File: config.mk
export PLATFORM = sky130hd
export DESIGN_NAME = grid_bfs_visit_order_unit_flat
export DESIGN_NICKNAME = d
export VERILOG_FILES = /design/src/sv/gbfs_pkg.sv /design/src/sv/gbfs_in_if.sv /design/src/sv/gbfs_out_if.sv /design/src/sv/grid_bfs_visit_order_unit.sv /design/src/flat_wrapper.sv
export SDC_FILE = /design/constraint.sdc
export NUM_CORES = 1
export LEC_CHECK = 0
export BUFFER_PORTS_ARGS = -buffer_cell sky130_fd_sc_hd__buf_2
export CAP_MARGIN = 20
export CORE_MARGIN = 5
export CORE_UTILIZATION = 61
export CTS_CLUSTER_DIAMETER = 200
export DETAILED_ROUTE_END_ITERATION = 12
export PLACE_DENSITY = 0.77
export SYNTH_ARGS = -nofsm -noshare
export SYNTH_HDL_FRONTEND = slang
export SYNTH_SLANG_ARGS = --single-unit
File: constraint.sdc
create_clock -name i_clk -period 11.5 [get_ports i_clk]
set_input_delay 2.3 -clock i_clk [delete_from_list [all_inputs] [get_ports i_clk]]
set_output_delay 2.3 -clock i_clk [all_outputs]
set_load 0.03 [all_outputs]
File: src/sv/gbfs_pkg.sv
// shared types, constants and helpers for the grid bfs visit order unit
`timescale 1ns / 1ps

package gbfs_pkg;

    localparam int COORD_W      = 3;
    localparam int CELL_W       = 2 * COORD_W;
    localparam int SIZE_W       = 4;
    localparam int GRID_SLOTS   = 1 << COORD_W;
    localparam int MAX_ROWS_DEF = 8;
    localparam int MAX_COLS_DEF = 8;
    localparam int NUM_DIRS     = 4;
    localparam int STEP_W       = 3;

    localparam logic [SIZE_W-1:0] SIZE_RESET = 4'd8;

    typedef enum logic [0:0] {
        CFG_ROWS = 1'b0,
        CFG_COLS = 1'b1
    } t_cfg_idx;

    // neighbor order: right, left, up, down
    typedef enum logic [1:0] {
        DIR_RIGHT = 2'd0,
        DIR_LEFT  = 2'd1,
        DIR_UP    = 2'd2,
        DIR_DOWN  = 2'd3
    } t_dir;

    typedef enum logic [2:0] {
        S_IDLE,
        S_BAD,
        S_CLEAR,
        S_SEED,
        S_EMIT,
        S_NBR
    } t_state;

    typedef struct packed {
        logic               ok;
        logic [COORD_W-1:0] row;
        logic [COORD_W-1:0] col;
    } t_nbr;

    function automatic t_nbr nbr_of(t_dir dir, logic [COORD_W-1:0] row,
                                    logic [COORD_W-1:0] col,
                                    logic [SIZE_W-1:0] nr, logic [SIZE_W-1:0] nc);
        t_nbr n;
        n.ok  = 1'b0;
        n.row = row;
        n.col = col;
        case (dir)
            DIR_RIGHT: begin
                n.col = col + 3'd1;
                n.ok  = ({1'b0, col} + 4'd1) < nc;
            end
            DIR_LEFT: begin
                n.col = col - 3'd1;
                n.ok  = col != 3'd0;
            end
            DIR_UP: begin
                n.row = row - 3'd1;
                n.ok  = row != 3'd0;
            end
            DIR_DOWN: begin
                n.row = row + 3'd1;
                n.ok  = ({1'b0, row} + 4'd1) < nr;
            end
            default: begin
                n.ok = 1'b0;
            end
        endcase
        return n;
    endfunction

endpackage

File: src/sv/gbfs_in_if.sv
// start cell channel
`timescale 1ns / 1ps

interface gbfs_in_if;
    import gbfs_pkg::*;

    logic               valid;
    logic               ready;
    logic [COORD_W-1:0] start_row;
    logic [COORD_W-1:0] start_col;

    modport source (output valid, output start_row, output start_col, input ready);
    modport sink   (input valid, input start_row, input start_col, output ready);
endinterface

File: src/sv/gbfs_out_if.sv
// visited cell result channel
`timescale 1ns / 1ps

interface gbfs_out_if;
    import gbfs_pkg::*;

    logic               valid;
    logic               ready;
    logic [COORD_W-1:0] cell_row;
    logic [COORD_W-1:0] cell_col;
    logic               last;
    logic               bad_start;

    modport source (output valid, output cell_row, output cell_col, output last,
                    output bad_start, input ready);
    modport sink   (input valid, input cell_row, input cell_col, input last,
                    input bad_start, output ready);
endinterface

File: src/sv/grid_bfs_visit_order_unit.sv
// grid bfs visit order unit: seen-row memory, cell queue memory and walk sequencer
// per cell: one queue read, four neighbor seen-row reads with read-modify-write, one drain
// the next start is taken on return to idle
// the seen-row memory is swept clear (8 rows) at the start of every walk
// synchronous active-low reset: sizes back to 8, sequencer idle, queue pointers zero, no result
`timescale 1ns / 1ps

module grid_bfs_visit_order_unit #(
    parameter int MAX_ROWS = gbfs_pkg::MAX_ROWS_DEF,
    parameter int MAX_COLS = gbfs_pkg::MAX_COLS_DEF
) (
    input  logic                      i_clk,
    input  logic                      i_rst_n,
    gbfs_in_if.sink                   i_in,
    gbfs_out_if.source                o_out,
    input  logic                      i_cfg_we,
    input  gbfs_pkg::t_cfg_idx        i_cfg_idx,
    input  logic [gbfs_pkg::SIZE_W-1:0] i_cfg_data
);
    import gbfs_pkg::*;

    localparam int QDEPTH = MAX_ROWS * MAX_COLS;
    localparam int PW     = $clog2(QDEPTH + 1);
    localparam int QAW    = (QDEPTH > 1) ? $clog2(QDEPTH) : 1;
    localparam logic [SIZE_W-1:0] ROWS_CAP = SIZE_W'(MAX_ROWS);
    localparam logic [SIZE_W-1:0] COLS_CAP = SIZE_W'(MAX_COLS);
    localparam logic [STEP_W-1:0] STEP_END = STEP_W'(NUM_DIRS);

    // memories
    logic [GRID_SLOTS-1:0] seen_mem  [GRID_SLOTS];
    logic [CELL_W-1:0]     queue_mem [QDEPTH];

    logic [GRID_SLOTS-1:0] r_seen_q;
    logic [CELL_W-1:0]     r_q_data;

    logic                  seen_re, seen_we, q_re, q_we;
    logic [COORD_W-1:0]    seen_ra, seen_wa;
    logic [GRID_SLOTS-1:0] seen_wd;
    logic [QAW-1:0]        q_ra, q_wa;
    logic [CELL_W-1:0]     q_wd;

    // registers
    t_state                r_state, n_state;
    logic [SIZE_W-1:0]     r_rows, r_cols;
    logic [STEP_W-1:0]     r_step, n_step;
    logic [COORD_W-1:0]    r_clr, n_clr;
    logic [PW-1:0]         r_head, n_head, r_tail, n_tail;
    logic [CELL_W-1:0]     r_start, n_start;
    logic                  r_have_out, n_have_out;
    logic                  r_pend_ok, n_pend_ok;
    logic [COORD_W-1:0]    r_pend_row, n_pend_row, r_pend_col, n_pend_col;
    logic                  r_fwd_ok;
    logic [COORD_W-1:0]    r_fwd_row;
    logic [GRID_SLOTS-1:0] r_fwd_data;
    logic                  r_out_valid, n_out_valid;
    logic [COORD_W-1:0]    r_out_row, n_out_row, r_out_col, n_out_col;
    logic                  r_out_last, n_out_last, r_out_bad, n_out_bad;

    logic [SIZE_W-1:0]     eff_rows, eff_cols;
    logic                  in_acc, start_bad, out_free, pend_new;
    logic [COORD_W-1:0]    cur_row, cur_col;
    logic [GRID_SLOTS-1:0] row_bits;
    t_nbr                  nbr;

    assign eff_rows  = (r_rows > ROWS_CAP) ? ROWS_CAP : r_rows;
    assign eff_cols  = (r_cols > COLS_CAP) ? COLS_CAP : r_cols;
    assign in_acc    = i_in.valid && i_in.ready;
    assign start_bad = ({1'b0, i_in.start_row} >= eff_rows) ||
                       ({1'b0, i_in.start_col} >= eff_cols);
    assign out_free  = !r_out_valid || o_out.ready;
    assign cur_row   = r_q_data[CELL_W-1:COORD_W];
    assign cur_col   = r_q_data[COORD_W-1:0];
    assign nbr       = nbr_of(t_dir'(r_step[1:0]), cur_row, cur_col, eff_rows, eff_cols);

    // row written in the same cycle as the read is not in the read data yet
    assign row_bits  = (r_fwd_ok && (r_fwd_row == r_pend_row)) ? r_fwd_data : r_seen_q;
    assign pend_new  = r_pend_ok && !row_bits[r_pend_col];

    assign i_in.ready      = (r_state == S_IDLE);
    assign o_out.valid     = r_out_valid;
    assign o_out.cell_row  = r_out_row;
    assign o_out.cell_col  = r_out_col;
    assign o_out.last      = r_out_last;
    assign o_out.bad_start = r_out_bad;

    always_comb begin
        n_state     = r_state;
        n_step      = r_step;
        n_clr       = r_clr;
        n_head      = r_head;
        n_tail      = r_tail;
        n_start     = r_start;
        n_have_out  = r_have_out;
        n_pend_ok   = r_pend_ok;
        n_pend_row  = r_pend_row;
        n_pend_col  = r_pend_col;
        n_out_valid = r_out_valid && !o_out.ready;
        n_out_row   = r_out_row;
        n_out_col   = r_out_col;
        n_out_last  = r_out_last;
        n_out_bad   = r_out_bad;
        seen_re     = 1'b0;
        seen_ra     = nbr.row;
        seen_we     = 1'b0;
        seen_wa     = r_pend_row;
        seen_wd     = row_bits;
        q_re        = 1'b0;
        q_ra        = r_head[QAW-1:0];
        q_we        = 1'b0;
        q_wa        = r_tail[QAW-1:0];
        q_wd        = {r_pend_row, r_pend_col};

        case (r_state)
            S_IDLE: begin
                if (in_acc) begin
                    if (start_bad) begin
                        if (out_free) begin
                            n_out_valid = 1'b1;
                            n_out_row   = '0;
                            n_out_col   = '0;
                            n_out_last  = 1'b1;
                            n_out_bad   = 1'b1;
                        end else begin
                            n_state = S_BAD;
                        end
                    end else begin
                        n_start = {i_in.start_row, i_in.start_col};
                        n_clr   = '0;
                        n_state = S_CLEAR;
                    end
                end
            end
            S_BAD: begin
                if (out_free) begin
                    n_out_valid = 1'b1;
                    n_out_row   = '0;
                    n_out_col   = '0;
                    n_out_last  = 1'b1;
                    n_out_bad   = 1'b1;
                    n_state     = S_IDLE;
                end
            end
            S_CLEAR: begin
                seen_we = 1'b1;
                seen_wa = r_clr;
                seen_wd = '0;
                n_clr   = r_clr + COORD_W'(1);
                if (&r_clr) begin
                    n_state = S_SEED;
                end
            end
            S_SEED: begin
                seen_we    = 1'b1;
                seen_wa    = r_start[CELL_W-1:COORD_W];
                seen_wd    = GRID_SLOTS'(1) << r_start[COORD_W-1:0];
                q_we       = 1'b1;
                q_wa       = '0;
                q_wd       = r_start;
                n_head     = '0;
                n_tail     = PW'(1);
                n_have_out = 1'b0;
                n_state    = S_EMIT;
            end
            S_EMIT: begin
                // hand over the finished cell and dequeue the next one
                if (!r_have_out || out_free) begin
                    if (r_have_out) begin
                        n_out_valid = 1'b1;
                        n_out_row   = cur_row;
                        n_out_col   = cur_col;
                        n_out_last  = (r_head == r_tail);
                        n_out_bad   = 1'b0;
                    end
                    if (r_have_out && (r_head == r_tail)) begin
                        n_state = S_IDLE;
                    end else begin
                        q_re    = 1'b1;
                        n_head  = r_head + PW'(1);
                        n_step  = '0;
                        n_state = S_NBR;
                    end
                end
            end
            S_NBR: begin
                if (r_step != STEP_END) begin
                    seen_re    = 1'b1;
                    n_pend_ok  = nbr.ok;
                    n_pend_row = nbr.row;
                    n_pend_col = nbr.col;
                end
                if ((r_step != '0) && pend_new) begin
                    seen_we = 1'b1;
                    seen_wd = row_bits | (GRID_SLOTS'(1) << r_pend_col);
                    q_we    = 1'b1;
                    n_tail  = r_tail + PW'(1);
                end
                n_step = r_step + STEP_W'(1);
                if (r_step == STEP_END) begin
                    n_have_out = 1'b1;
                    n_state    = S_EMIT;
                end
            end
            default: begin
                n_state = S_IDLE;
            end
        endcase
    end

    always_ff @(posedge i_clk) begin
        if (!i_rst_n) begin
            r_state     <= S_IDLE;
            r_rows      <= SIZE_RESET;
            r_cols      <= SIZE_RESET;
            r_step      <= '0;
            r_clr       <= '0;
            r_head      <= '0;
            r_tail      <= '0;
            r_have_out  <= 1'b0;
            r_pend_ok   <= 1'b0;
            r_fwd_ok    <= 1'b0;
            r_out_valid <= 1'b0;
        end else begin
            r_state     <= n_state;
            r_step      <= n_step;
            r_clr       <= n_clr;
            r_head      <= n_head;
            r_tail      <= n_tail;
            r_have_out  <= n_have_out;
            r_pend_ok   <= n_pend_ok;
            r_fwd_ok    <= seen_we;
            r_out_valid <= n_out_valid;
            if (i_cfg_we) begin
                case (i_cfg_idx)
                    CFG_ROWS: r_rows <= i_cfg_data;
                    CFG_COLS: r_cols <= i_cfg_data;
                    default: begin
                    end
                endcase
            end
        end
    end

    always_ff @(posedge i_clk) begin
        r_start    <= n_start;
        r_pend_row <= n_pend_row;
        r_pend_col <= n_pend_col;
        r_fwd_row  <= seen_wa;
        r_fwd_data <= seen_wd;
        r_out_row  <= n_out_row;
        r_out_col  <= n_out_col;
        r_out_last <= n_out_last;
        r_out_bad  <= n_out_bad;
    end

    // seen-row memory, one row of flags per grid row
    always_ff @(posedge i_clk) begin
        if (seen_we) begin
            seen_mem[seen_wa] <= seen_wd;
        end
        if (seen_re) begin
            r_seen_q <= seen_mem[seen_ra];
        end
    end

    // cell queue memory
    always_ff @(posedge i_clk) begin
        if (q_we) begin
            queue_mem[q_wa] <= q_wd;
        end
        if (q_re) begin
            r_q_data <= queue_mem[q_ra];
        end
    end

`ifndef NO_ASSERTIONS
    a_head_le_tail: assert property (@(posedge i_clk) disable iff (!i_rst_n)
        r_head <= r_tail)
        else $error("queue head passed tail");

    a_tail_bound: assert property (@(posedge i_clk) disable iff (!i_rst_n)
        r_tail <= PW'(QDEPTH))
        else $error("queue tail beyond depth");

    a_bad_is_last: assert property (@(posedge i_clk) disable iff (!i_rst_n)
        (o_out.valid && o_out.bad_start) |-> o_out.last)
        else $error("bad start result not marked last");

    a_walk_end_out: assert property (@(posedge i_clk) disable iff (!i_rst_n)
        (r_state == S_EMIT && n_state == S_IDLE) |=> (r_out_valid && r_out_last))
        else $error("walk ended without final result");

    a_enqueue_new: assert property (@(posedge i_clk) disable iff (!i_rst_n)
        (q_we && r_state == S_NBR) |-> (r_tail < PW'(QDEPTH)))
        else $error("enqueue into full queue");
`endif

endmodule

File: src/flat_wrapper.sv
// flat-port wrapper written by rule: the top's interface ports become plain ports
module grid_bfs_visit_order_unit_flat import gbfs_pkg::*;
#(
    parameter int MAX_ROWS = gbfs_pkg::MAX_ROWS_DEF,
    parameter int MAX_COLS = gbfs_pkg::MAX_COLS_DEF
)
  (i_clk, i_rst_n, i_cfg_we, i_cfg_idx, i_cfg_data, i_in_valid, i_in_start_row, i_in_start_col, i_in_ready, o_out_valid, o_out_cell_row, o_out_cell_col, o_out_last, o_out_bad_start, o_out_ready);
  gbfs_in_if i_in_i ();
  gbfs_out_if o_out_i ();
  input  logic i_clk;
  input  logic i_rst_n;
  input  logic i_cfg_we;
  input  gbfs_pkg::t_cfg_idx i_cfg_idx;
  input  logic [gbfs_pkg::SIZE_W-1:0] i_cfg_data;
  input wire logic [$bits(i_in_i.valid)-1:0] i_in_valid;
  input wire logic [$bits(i_in_i.start_row)-1:0] i_in_start_row;
  input wire logic [$bits(i_in_i.start_col)-1:0] i_in_start_col;
  output wire logic [$bits(i_in_i.ready)-1:0] i_in_ready;
  output wire logic [$bits(o_out_i.valid)-1:0] o_out_valid;
  output wire logic [$bits(o_out_i.cell_row)-1:0] o_out_cell_row;
  output wire logic [$bits(o_out_i.cell_col)-1:0] o_out_cell_col;
  output wire logic [$bits(o_out_i.last)-1:0] o_out_last;
  output wire logic [$bits(o_out_i.bad_start)-1:0] o_out_bad_start;
  input wire logic [$bits(o_out_i.ready)-1:0] o_out_ready;
  assign i_in_i.valid = i_in_valid;
  assign i_in_i.start_row = i_in_start_row;
  assign i_in_i.start_col = i_in_start_col;
  assign i_in_ready = i_in_i.ready;
  assign o_out_valid = o_out_i.valid;
  assign o_out_cell_row = o_out_i.cell_row;
  assign o_out_cell_col = o_out_i.cell_col;
  assign o_out_last = o_out_i.last;
  assign o_out_bad_start = o_out_i.bad_start;
  assign o_out_i.ready = o_out_ready;
  grid_bfs_visit_order_unit #(.MAX_ROWS(MAX_ROWS), .MAX_COLS(MAX_COLS)) u_core (.i_clk(i_clk), .i_rst_n(i_rst_n), .i_in(i_in_i), .o_out(o_out_i), .i_cfg_we(i_cfg_we), .i_cfg_idx(i_cfg_idx), .i_cfg_data(i_cfg_data));
endmodule
==> summary by stage, run 1 <==
Status
The run finished with clean final reports.

Setup path
The sort of element at the end of the critical path is an output pin. Together, buffers and inverters on the worst path number 1. STA puts the critical path data required time at 9.20 ns. The cell with the largest stage delay on the worst path is dfxtp_1. Along the worst path, the maximum fanout reaches 21. The startpoint identified for the worst register-to-register timing path is u_core.r_state[1]. The register-to-register setup slack is 7.80 ns.

The number of cells on the worst reg-to-reg path is 6. The kind of critical path is reg -> out. The signal on the critical path passes through or2_2 > nor2_1 > buf_2. In this design, the stage delay of the slowest critical-path cell is 0.54 ns.

Data arrives at the worst endpoint at just under 2 ns. On the critical path the largest part of the delay comes from simple AND/OR/NAND/NOR gates. The worst register-to-register path ends at u_core.queue_mem[60][0]. The startpoint class of the critical path is a flip-flop.

CTS
The clock tree from TritonCTS is built. The clock edge transition at the registers on the reported setup and hold paths is 0.06 ns. In this run the number of H-tree levels came out at 2. The maximum root-to-sink buffer count is 3. After clock tree synthesis, the flow added hold-fix buffers numbering 0. The root buffer cell chosen for the clock tree is clkbuf_16. The TritonCTS buffer count is 52. The post-cts resize count is 0. The number of clock sinks is 528.

The post-CTS setup-driven buffer insertion count is 0. The clock latency on the worst-skew pair is 0.59 ns.

Power
The combinational cell fraction of total power is a little under an eighth. In this run the static leakage power is 7.575 nW. The internal power of the cells is 3.393 mW.

The switching power share of the total is between 20% and 30%. The power per cell area is 185.4 nW/um2. The part of the total power dissipated in sequential elements is 51.5%. For this design the total switching power over the nets is 1.075 mW. The highest ir drop seen on vdd is 0.1872 mV. The relative contribution of the clock network to total power is a little under two fifths.

Logic synthesis
Among all flip-flop cells after synthesis, the most frequent one is edfxtp_1. The number of different library cells used by synthesis comes to 61. The synthesized design contains approximately 480 enable-type register cells. The post-synth net total is about 1300.

The number of cells produced by synthesis is 1211. Summed over all instances, the cell type with the most area after synthesis is edfxtp_1. Sequential elements use roughly 71% of the synthesized area. In the post-synthesis netlist, the cell with the most instances is edfxtp_1. Counting flops and latches in the post-synthesis netlist gives between 500 and 600. By area the synthesized netlist is led by edfxtp_1 (66%), mux4_2 (14%), dfxtp_1 (4.2%). Ranked by instance count, the synthesized netlist is headed by edfxtp_1 (482), mux4_2 (138), nor2_1 (106), nand2_1 (65), dfxtp_1 (46).

The post-synthesis async set-or-reset flop share is 0%. The area share of the largest cell type after synthesis is 66.43%. The count of warnings emitted by yosys is 0. The average footprint of a synthesized cell is ~18 um2. The cell area after synthesis is 21790 um2.

STA
The final count of pins violating max slew is 0. Based on the critical path, the design can be clocked at up to 0.2338 GHz. The total negative setup slack is 0 ns. On the final layout, the worst clock skew is 0.02228 ns. The final number of hold-violating endpoints is 0.

The post-route minimum period is 4.277 ns. Setup violations remaining at the end of the flow were counted as 0. The worst slew margin relative to its limit is 27.44%. At the pin with the least slew margin, the transition time is approximately 1.1 ns. The share of the cycle needed by the critical path after routing is 37.19%.

Setup repair after global routing left no endpoint under its margin.

Detailed routing
After the first detailed-routing iteration, the DRC count stood at 1085. In the final routed layout, each cell accounts on average for 25.38 um. The post-route antenna net violation count is 0. The total wire length after detailed routing is about 44 mm.

The first detailed-routing pass ran for 5 iterations. Detailed routing inserted a total of 11190 vias. In the routed layout, each cell is associated on average with a via count of 6.397. The DRC violations left is 0.

Job
The number of max-cap violations is 0.

Place
The half-perimeter wire length after detailed placement is 27.93 mm. The count of buffers added on input and output ports is 25. The placed instances occupy a cell area of 22370 um2.

The final weighted congestion in routability-driven placement is 0.8376.

Hold path
The path with the worst hold slack has its endpoint at u_core.r_cols[0]. The worst hold path begins at u_core.r_cols[0]. Along the worst hold path, the cell count comes to 2. The worst hold-check path type is reg -> reg.

Final layout
Compared with the post-synthesis result, the final layout area differs by 10.61%. The flip-flop and latch area is 15400 um2. In the final layout, the multi-input gates occupy 6075 um2. The repair_antennas step left the layout with diodes totalling 0.

The fraction of layout cells with a size suffix above 1 is 22.98%. Summing all non-filler instances in the final layout gives an area of 24100 um2. The filler cells instantiated in the layout total 2213. The share of the core filled with cells in the final layout is 68.09%. The net count of the finished layout is 1289.

Global route
The number of global-route vias before repair is 11250. The largest net degree at the start of global routing is 65. The total global routing track utilization is 23.05%.

The first-pass GRT wire length is 68.08 mm. The overflow left after global routing is 0. The initial antenna violation count is 0.

Floorplanning
The initial utilization of the core area, before any placement, comes to 61.56%. The die area is 39600 um2. In this run the standard cell core region covers 35400 um2.

The number of placement rows is 69. The die is 199 um wide. The count of boundary I/O pins is 26. The floorplan die height is between 150 and 200 um.
layer usage:
| layer | vias up | GRT usage [%] | part of all wire [%] |
|---|---|---|---|
| li1 | 4896 | - | - |
| met1 | 5719 | 32.66 | 40 |
| met2 | 490 | 37.06 | 49 |
| met3 | 84 | 4.455 | 7.6 |
| met4 | 0 | 7.421 | 2.8 |
| met5 | - | 0 | 0 |
worst reg2reg max path, cell delays in order (launching register included):
cell and delay (ns):
dfxtp_1 0.68, nor2b_1 0.76, and2_1 0.85, nor2_1 0.18, nand3b_1 0.19, nand2b_1 0.44, nor2_1 0.29
state kept, by name, indices dropped and copies added (netlist names), 4 cells and up:
register / flops
u_core.r_rows: 4
u_core.r_start: 6
u_core.seen_mem: 64
u_core.r_q_data: 6
u_core.r_seen_q: 8
u_core.r_fwd_data: 8
u_core.queue_mem: 384
u_core.r_tail: 7
u_core.r_cols: 4
u_core.r_head: 7
power by group through the flow:
| stage | Combinational (mW) | Clock, mW | Sequential (mW) |
|---|---|---|---|
| 2_1_floorplan | 0.379 | 0 | 2.32 |
| 3_3_place_gp | 0.497 | 0 | 2.34 |
| 3_5_place_dp | 0.515 | 0 | 2.34 |
| 4_1_cts | 0.517 | 1.67 | 2.30 |
| 5_1_grt | 0.571 | 1.76 | 2.31 |
| 6_report | 0.525 | 1.64 | 2.30 |
worst max path at each step:
stage,startpoint,to,slack (ns),depth (start not counted)
6_report,u_core.r_state[0],i_in_ready,7.22,3
2_1_floorplan,u_core.r_state[1],u_core.queue_mem[0][2],7.09,6
4_1_cts,u_core.r_state[0],i_in_ready,7.24,3
3_3_place_gp,i_in_start_col[0],u_core.r_start[0],7.07,8
5_1_grt,u_core.r_state[0],i_in_ready,7.15,3
3_5_place_dp,i_in_start_col[0],u_core.r_start[0],6.91,8
metrics by stage:
step | hold WS, ns | instances | power, mW | worst slack, ns
after global placement | 0.4453 | 1649 | 2.835 | 7.073
after detailed placement | 0.4657 | 1650 | 2.854 | 6.912
after floorplan | 0.4318 | 1211 | 2.701 | 7.090
final | 0.4722 | 1749 | 4.468 | 7.223
after CTS | 0.4758 | 1745 | 4.484 | 7.239
after global routing | 0.4841 | 1749 | 4.633 | 7.154
layout by cell type, fill, tap and decap left out, drive strengths merged, types with 17 or more instances in the layout:
cell type | synthesis | final
dfxtp | 46 | 46
nand2 | 65 | 65
mux4 | 138 | 138
edfxtp | 482 | 482
clkinv | 1 | 24
buf | 33 | 43
a21oi | 28 | 28
o21ai | 17 | 17
clkbuf | 28 | 62
nand3 | 24 | 24
nor2 | 107 | 107
mux2i | 18 | 18
nor2b | 17 | 17
ha | 24 | 24
inv | 19 | 22
logic make-up (layout without fill, tap and decap cells):
| family | Yosys count | count (layout) | synth area share [%] |
|---|---|---|---|
| flip-flops | 528 | 528 | 70.65 |
| AND/OR/NAND/NOR | 280 | 280 | 6.138 |
| multiplexers | 168 | 168 | 15.73 |
| AO/OA/AOI/OAI | 105 | 105 | 3.319 |
| buffers and inverters | 81 | 158 | 1.677 |
| adder cells (fa/ha/maj) | 26 | 26 | 1.562 |
| XOR/XNOR | 23 | 23 | 0.9245 |
layout make-up:
cell class / instances / share of cell area (%)
clock buffer: 62 / 5.768
multi-input combinational: 602 / 25.21
timing repair buffer: 43 / 1.303
tap: 461 / 2.393
sequential: 528 / 63.91
clock inverter: 33 / 1.106
inverter: 20 / 0.3115
Power figures use the tool's default switching activity.
==> run 2, diff against run 1 <==
CORE_UTILIZATION = 57   (was 61)
PLACE_DENSITY = 0.76   (was 0.77)
clock period = 3.61 ns   (was 11.5 ns; I/O delays follow)
==> summary by stage, run 2 (synthesis results as in run 1) <==
Power
The highest ir drop seen on vdd came to 0.3951 mV (+110%). The total design power was 14.54 mW (+230%). The leakage power total is 7.869 nW (+3.9%). The power per cell area came to 590.4 nW/um2 (+220%).

Final layout
The flip-flop and latch area is 15400 um2 (unchanged). The final design area excluding fillers came to 24630 um2 (+2.2%). The commonest non-fill, non-tap cell in the layout is edfxtp_1.

The net count of the finished layout is 1337 (+3.7%). The share of the core filled with cells in the final layout is 65.40% (-2.7 points). The area overhead of the layout relative to synthesis is 13.06%. The multi-input combinational cell area is 6075 um2 (unchanged).

u_core.queue_mem holds more flip-flops than any other register. The fraction of layout cells with a size suffix above 1 is 25.90% (+2.9 points). The count of inserted antenna diode cells came to 0 (unchanged).

The fill cell total of the finished layout is 2510 (+13%). In the final layout, the registers with the most flip-flops are u_core.queue_mem: 384 flops, u_core.seen_mem: 64 flops. The library cells used most frequently in the layout, excluding fill and tap cells, are edfxtp_1 (482), mux4_2 (138), nor2_1 (106).

The number of flip-flops under the largest register name came to 384 (unchanged).

STA
The worst path needs 3.327 ns of the cycle, external delays included. The final number of hold-violating endpoints was 0 (unchanged). The final count of pins violating max slew is 0 (unchanged).

The share of the cycle needed by the critical path after routing is 92.15%. The total negative setup slack is 0 ns (unchanged). For this run, the top clock speed supported by timing is between 0.3 and 0.4 GHz.

The worst slew margin relative to its limit is 37.42% (+10 points). The count of final setup violators is 0 (unchanged). Setup repair after global routing left no endpoint under its margin.

The worst hold slack across all endpoints is 0.3216 ns (-0.1506 ns). The slew at the pin with the worst max-slew slack was 0.9387 ns (-0.1457 ns). The final setup skew was 0.01484 ns (-0.007439 ns).

Detailed routing
The iteration count of the initial detailed-routing pass was 5 (unchanged). The post-route antenna net violation count is 0 (unchanged). The DRC violations left is 0 (unchanged).

The total wire length after detailed routing is 47.45 mm (+6.9%). The number of DRC violations after detailed-routing iteration 0 came to 1102 (+1.6%). The routed length per placed instance is 25.69 um (+1.2%). The total via count after detailed routing came to 11580 (+3.5%). The ratio of routed vias to standard cells is 6.269 (-2.0%).

Floorplanning
The count of boundary I/O pins is 26 (unchanged). The floorplan die height is 205.5 um (+3.3%). The number of placement rows is 71 (+2.9%). The core footprint is 37670 um2 (+6.4%). The width of the die is 205.5 um (+3.3%). The effective utilization at floorplan is 57.85% (-3.7 points).

The die area is 42240 um2 (+6.7%).

CTS
The TritonCTS buffer count came to 51 (-1.9%). The maximum root-to-sink buffer count is 3 (unchanged). The tree is rooted in a clkbuf_16.

The post-cts resize count is 0 (unchanged). The post-CTS setup-driven buffer insertion count is 0 (unchanged). The clock edge transition at the registers on the reported setup and hold paths is 0.06 ns (about the same). The number of clock sinks came to 528 (unchanged). The number of levels in the clock H-tree is 2 (unchanged).

TritonCTS built the clock tree. The number of hold buffers added after CTS is 0 (unchanged). The clock latency on the worst-skew pair was 0.60 ns (about the same).

Setup path
The largest fanout of any net on the critical path is 12 (-43%). The data arrival time of the worst path is 3.57 ns (+1.59 ns). The worst setup path is of the reg -> reg kind.

The worst setup path is launched from a flip-flop. The launching element of the worst setup path is u_core.r_pend_row[2]. The worst reg2reg path startpoint is u_core.r_pend_row[2]. The critical path data required time is 3.85 ns (-5.35 ns). STA classifies the critical path endpoint as a flip-flop.

Place
The final weighted congestion in routability-driven placement is 0.9103 (+8.7%). The placed instance area was 22930 um2 (+2.5%). The port buffer count was 25 (unchanged). The half-perimeter wire length after detailed placement is 29.94 mm (+7.2%).

Global route
The first-pass GRT wire length came to 72.29 mm (+6.2%). The number of global-route vias before repair came to 11680 (+3.9%). The initial antenna violation count is 0 (unchanged). The largest net degree at the start of global routing was 65 (unchanged). The overflow left after global routing was 0 (unchanged). The total global routing track utilization came to 23.04% (about the same).

Hold path
The min-delay analysis places its worst path in the category in -> reg. The startpoint of the lowest-slack hold path is i_in_start_col[1].

Job
The number of max-cap violations is 0 (unchanged).

Status
The run finished with clean final reports.
## run 2: final cells by class
class | count | share of cell area (%)
Sequential cell | 528 | 62.53
Timing Repair Buffer | 92 | 2.997
Clock buffer | 65 | 5.556
Clock inverter | 29 | 1.361
Inverter | 20 | 0.3047
Tap cell | 511 | 2.595
Multi-Input combinational cell | 602 | 24.66
## run 2: path summary, 6_finish.rpt
path | depth (start not counted) | slack (ns) | to
worst max-delay path | 7 | 0.28 | u_core.queue_mem[55][4]
worst min register to register | 2 | 0.46 | u_core.r_cols[0]
worst min-delay path | 1 | 0.32 | u_core.r_start[1]
worst max register to register | 7 | 0.28 | u_core.queue_mem[55][4]
## run 2: stage by stage
stage | setup WS, ns | std cells
after floorplan | 0.2995 | 1211
after global placement | 0.4522 | 1752
after detailed placement | 0.4076 | 1752
after CTS | 0.3225 | 1846
after global routing | 0.1648 | 1847
final | 0.2832 | 1847
## run 2: critical path, stage by stage (launching register included)
cell and delay (ns):
edfxtp_1 0.42, xor2_1 0.20, or4_4 0.56, mux2i_1 0.19, o31ai_2 0.28, buf_4 0.28
nand4_1 0.43, nor2_1 0.60
## run 2: power by group
part           switching [mW]  internal, mW  leakage [nW]  total, mW
clock                    2.24          3.13         0.831       5.38
sequential              0.139          7.13          4.72       7.27
combinational            1.16         0.734          2.32       1.89
total                    3.54          11.0          7.87       14.5
## run 2: metal layers
metal	GRT usage [%]	part of all wire (%)	vias to the layer above
li1	-	-	5002
met1	32.48	41	5928
met2	36.93	48	534
met3	4.712	7.5	114
met4	7.225	3.3	0
met5	0	0	-
==> run 3, diff against run 2 <==
GPL_TIMING_DRIVEN = 0   (was default)
==> summary by stage, run 3 (synthesis results as in run 1) <==
STA
The smallest setup slack after layout is -0.01352 ns (-0.2968 ns). The final number of hold-violating endpoints is 0 (unchanged). The count of final setup violators is 8 (+8). The share of the cycle needed by the critical path after routing is 100.4% (+8.2 points). The worst slew margin relative to its limit was 31.58% (-5.8 points). Setup repair after global routing could not meet its margin everywhere. The final setup skew is 0.02627 ns (+0.01143 ns). The final count of pins violating max slew is 0 (unchanged). The post-route minimum period is 3.624 ns (+0.2968 ns).

The slew at the pin with the worst max-slew slack is 1.018 ns (+0.07889 ns). The fmax is 0.2760 GHz (-8.2%).

Detailed routing
The total wire length after detailed routing came to 49.96 mm (+5.3%). The total via count after detailed routing is 11810 (+2.0%). The post-route antenna net violation count is 0 (unchanged).

The number of DRC violations after detailed-routing iteration 0 is 1494 (+36%). The ratio of routed vias to standard cells came to 6.387 (+1.9%). The DRC violations left was 0 (unchanged). The iteration count of the initial detailed-routing pass is 5 (unchanged). The routed length per placed instance is 27.02 um (+5.2%).

Setup path
Walking the worst path, the cells encountered are xor2_1 > or4_4 > buf_6 > mux2i_1 > o31ai_2 > buf_6 > nand2b_1 > nor2_1. The data arrival time of the worst path is 3.84 ns (+0.27 ns). The buffers plus inverters on the worst setup path is 2 (+1). The depth of the critical timing path with buffers and inverters included is 8 (+1). The sort of element at the end of the critical path is a flip-flop. The endpoint of the worst-slack reg-to-reg timing path is u_core.queue_mem[28][5]. The critical path is of the reg -> reg type. The dominant cell type by count on the critical path is buf_6. The critical path data required time was 3.83 ns (-0.02 ns). The critical path's largest stage delay is 0.60 ns (about the same). The number of cells on the worst reg-to-reg path was 8 (+1). The family of cells with the greatest summed delay on the critical path is simple AND/OR/NAND/NOR gates. The cell with the largest stage delay on the worst path is nor2_1.

In this run the critical register-to-register path is launched from u_core.r_pend_row[2]. The startpoint class of the critical path is a flip-flop. The largest fanout of any net on the critical path was 10 (-2).

The register-to-register setup slack is -0.01 ns (-0.30 ns).

CTS
The number of levels in the clock H-tree is 2 (unchanged). The tree is rooted in a clkbuf_16. The TritonCTS buffer count was 51 (unchanged). The clock tree from TritonCTS is built. The maximum root-to-sink buffer count is 3 (unchanged). The number of hold buffers added after CTS was 0 (unchanged). The number of clock sinks was 528 (unchanged). The clock edge transition at the registers on the reported setup and hold paths is 0.06 ns (about the same). The post-CTS setup-driven buffer insertion count was 0 (unchanged).

The clock latency on the worst-skew pair came to 0.59 ns (about the same).

Place
The port buffer count is 25 (unchanged). The half-perimeter wire length after detailed placement was 32.81 mm (+9.6%). The final weighted congestion in routability-driven placement is 0.9255 (+1.7%).

Hold path
The startpoint identified for the worst hold timing path is i_in_start_col[0]. The number of cells on the worst hold path is 1 (unchanged). The worst hold-check path type is in -> reg.

For hold timing, the worst endpoint is u_core.r_start[0].

Final layout
The fill cell total of the finished layout is 2485 (-1.0%). The multi-input combinational cell area was 6107 um2 (+0.54%). The area overhead of the layout relative to synthesis is 11.77%. The library cell used most frequently in the layout, excluding fill and tap cells, is edfxtp_1. The top cell types in the final layout, fill and taps aside, are edfxtp_1 (482), mux4_2 (138), nor2_1 (94).

The fraction of layout cells with a size suffix above 1 is 23.54% (-2.4 points). The net count of the finished layout is 1342 (+0.37%). The number of flip-flops under the largest register name came to 384 (unchanged). More flip-flops sit in one register than any other, and that register is u_core.queue_mem.

The flip-flop and latch area came to 15390 um2 (about the same). The count of inserted antenna diode cells is 0 (unchanged). The largest registers in the layout are u_core.queue_mem: 384 flops, u_core.seen_mem: 64 flops. The share of the core filled with cells in the final layout is 64.66% (-0.75 points).

Floorplanning
The floorplan die height came to 205.5 um (unchanged). The count of boundary I/O pins is 26 (unchanged). The number of placement rows is 71 (unchanged). The core footprint is 37670 um2 (unchanged). The width of the die came to 205.5 um (unchanged). The effective utilization at floorplan is 57.85% (unchanged). The die area came to 42240 um2 (unchanged).

Global route
The largest net degree at the start of global routing is 65 (unchanged). The first-pass GRT wire length is 74.92 mm (+3.6%). The number of global-route vias before repair is 11780 (+0.84%).

The initial antenna violation count is 0 (unchanged). The total global routing track utilization came to 24.19% (+1.1 points). The overflow left after global routing is 0 (unchanged).

Power
The internal power of the cells came to 10.65 mW (-3.2%). The power per cell area is 581.6 nW/um2 (-1.5%). The relative contribution of the clock network to total power is 35.5% (-1.5 points). The total design power came to 14.16 mW (-2.6%). The leakage power total came to 7.647 nW (-2.8%).

The total net switching power was 3.517 mW (-0.69%). The part of the total power dissipated in sequential elements came to 51.2% (+1.2 points). The switching power share of the total is 24.83% (+0.48 points). The combinational cell fraction of total power came to 13.3% (+0.3 points). The highest ir drop seen on vdd came to 0.4114 mV (+4.1%).

Status
The final reports fail on setup timing. The run finished, with violations left.

Job
The number of max-cap violations was 0 (unchanged).
-- run 3: cell count changes in the layout (fill, tap and decap cells not counted), moves of 4 or more --
cell,delta
nor2_2,+10
buf_1,+7
buf_4,-52
buf_12,-4
buf_6,+5
nor2_1,-12
clkbuf_1,+33
bufinv_16,-4
buf_2,+19
clkbuf_8,-4
-- run 3: how the worst max path moves through the flow --
stage | startpoint | endpoint | slack [ns]
CTS | u_core.r_pend_row[2] | u_core.queue_mem[28][5] | 0.06
floorplan | u_core.r_state[1] | u_core.queue_mem[0][2] | 0.30
global route | u_core.r_pend_row[2] | u_core.queue_mem[28][5] | -0.06
global placement | u_core.r_state[1] | u_core.queue_mem[22][2] | -1.90
detailed placement | u_core.r_pend_row[2] | u_core.queue_mem[38][1] | -0.22
finish | u_core.r_pend_row[2] | u_core.queue_mem[28][5] | -0.01
-- run 3: power groups by stage --
stage          Sequential, mW  Clock [mW]  Combinational, mW
2_1_floorplan            7.39           0               1.21
3_3_place_gp             7.40           0               1.73
3_5_place_dp             7.37           0               1.86
4_1_cts                  7.25        5.07               1.88
5_1_grt                  7.27        5.36               2.02
6_report                 7.25        5.03               1.88
-- run 3: final cells by class --
type	count	share of cell area, %
inverter	20	0.3083
tap	511	2.625
sequential	528	63.21
multi-input combinational	602	25.08
buffer	61	1.192
clock buffer	68	5.677
timing repair buffer	36	1.243
clock inverter	23	0.6628
-- run 3: timing repair --
action / in CTS / in global routing
setup endpoints to repair: 179 / 42
gates resized for setup: 10 / 6
hold endpoints to repair: 0 / 0
-- run 3: layer usage --
metal / GRT usage [%] / up-vias / part of all wire, %
met5: 0 / - / 0
met4: 6.459 / 0 / 2.7
met3: 5.784 / 106 / 10
met2: 38.43 / 651 / 48
met1: 34.36 / 6044 / 39
li1: - / 5008 / -
-- run 3: per-stage QoR --
| stage | instances | hold WS (ns) | TNS [ns] | setup WS, ns | area, um2 |
|---|---|---|---|---|---|
| floorplan | 1211 | 0.4318 | 0 | 0.2995 | 21790 |
| global placement | 1747 | 0.4428 | -233.31 | -1.900 | 22550 |
| detailed placement | 1757 | 0.4649 | -13.77 | -0.2163 | 22750 |
| CTS | 1848 | 0.3103 | 0 | 0.06135 | 24320 |
| global route | 1849 | 0.3190 | -1.978 | -0.06317 | 24350 |
| finish | 1849 | 0.3330 | -0.05776 | -0.01352 | 24350 |
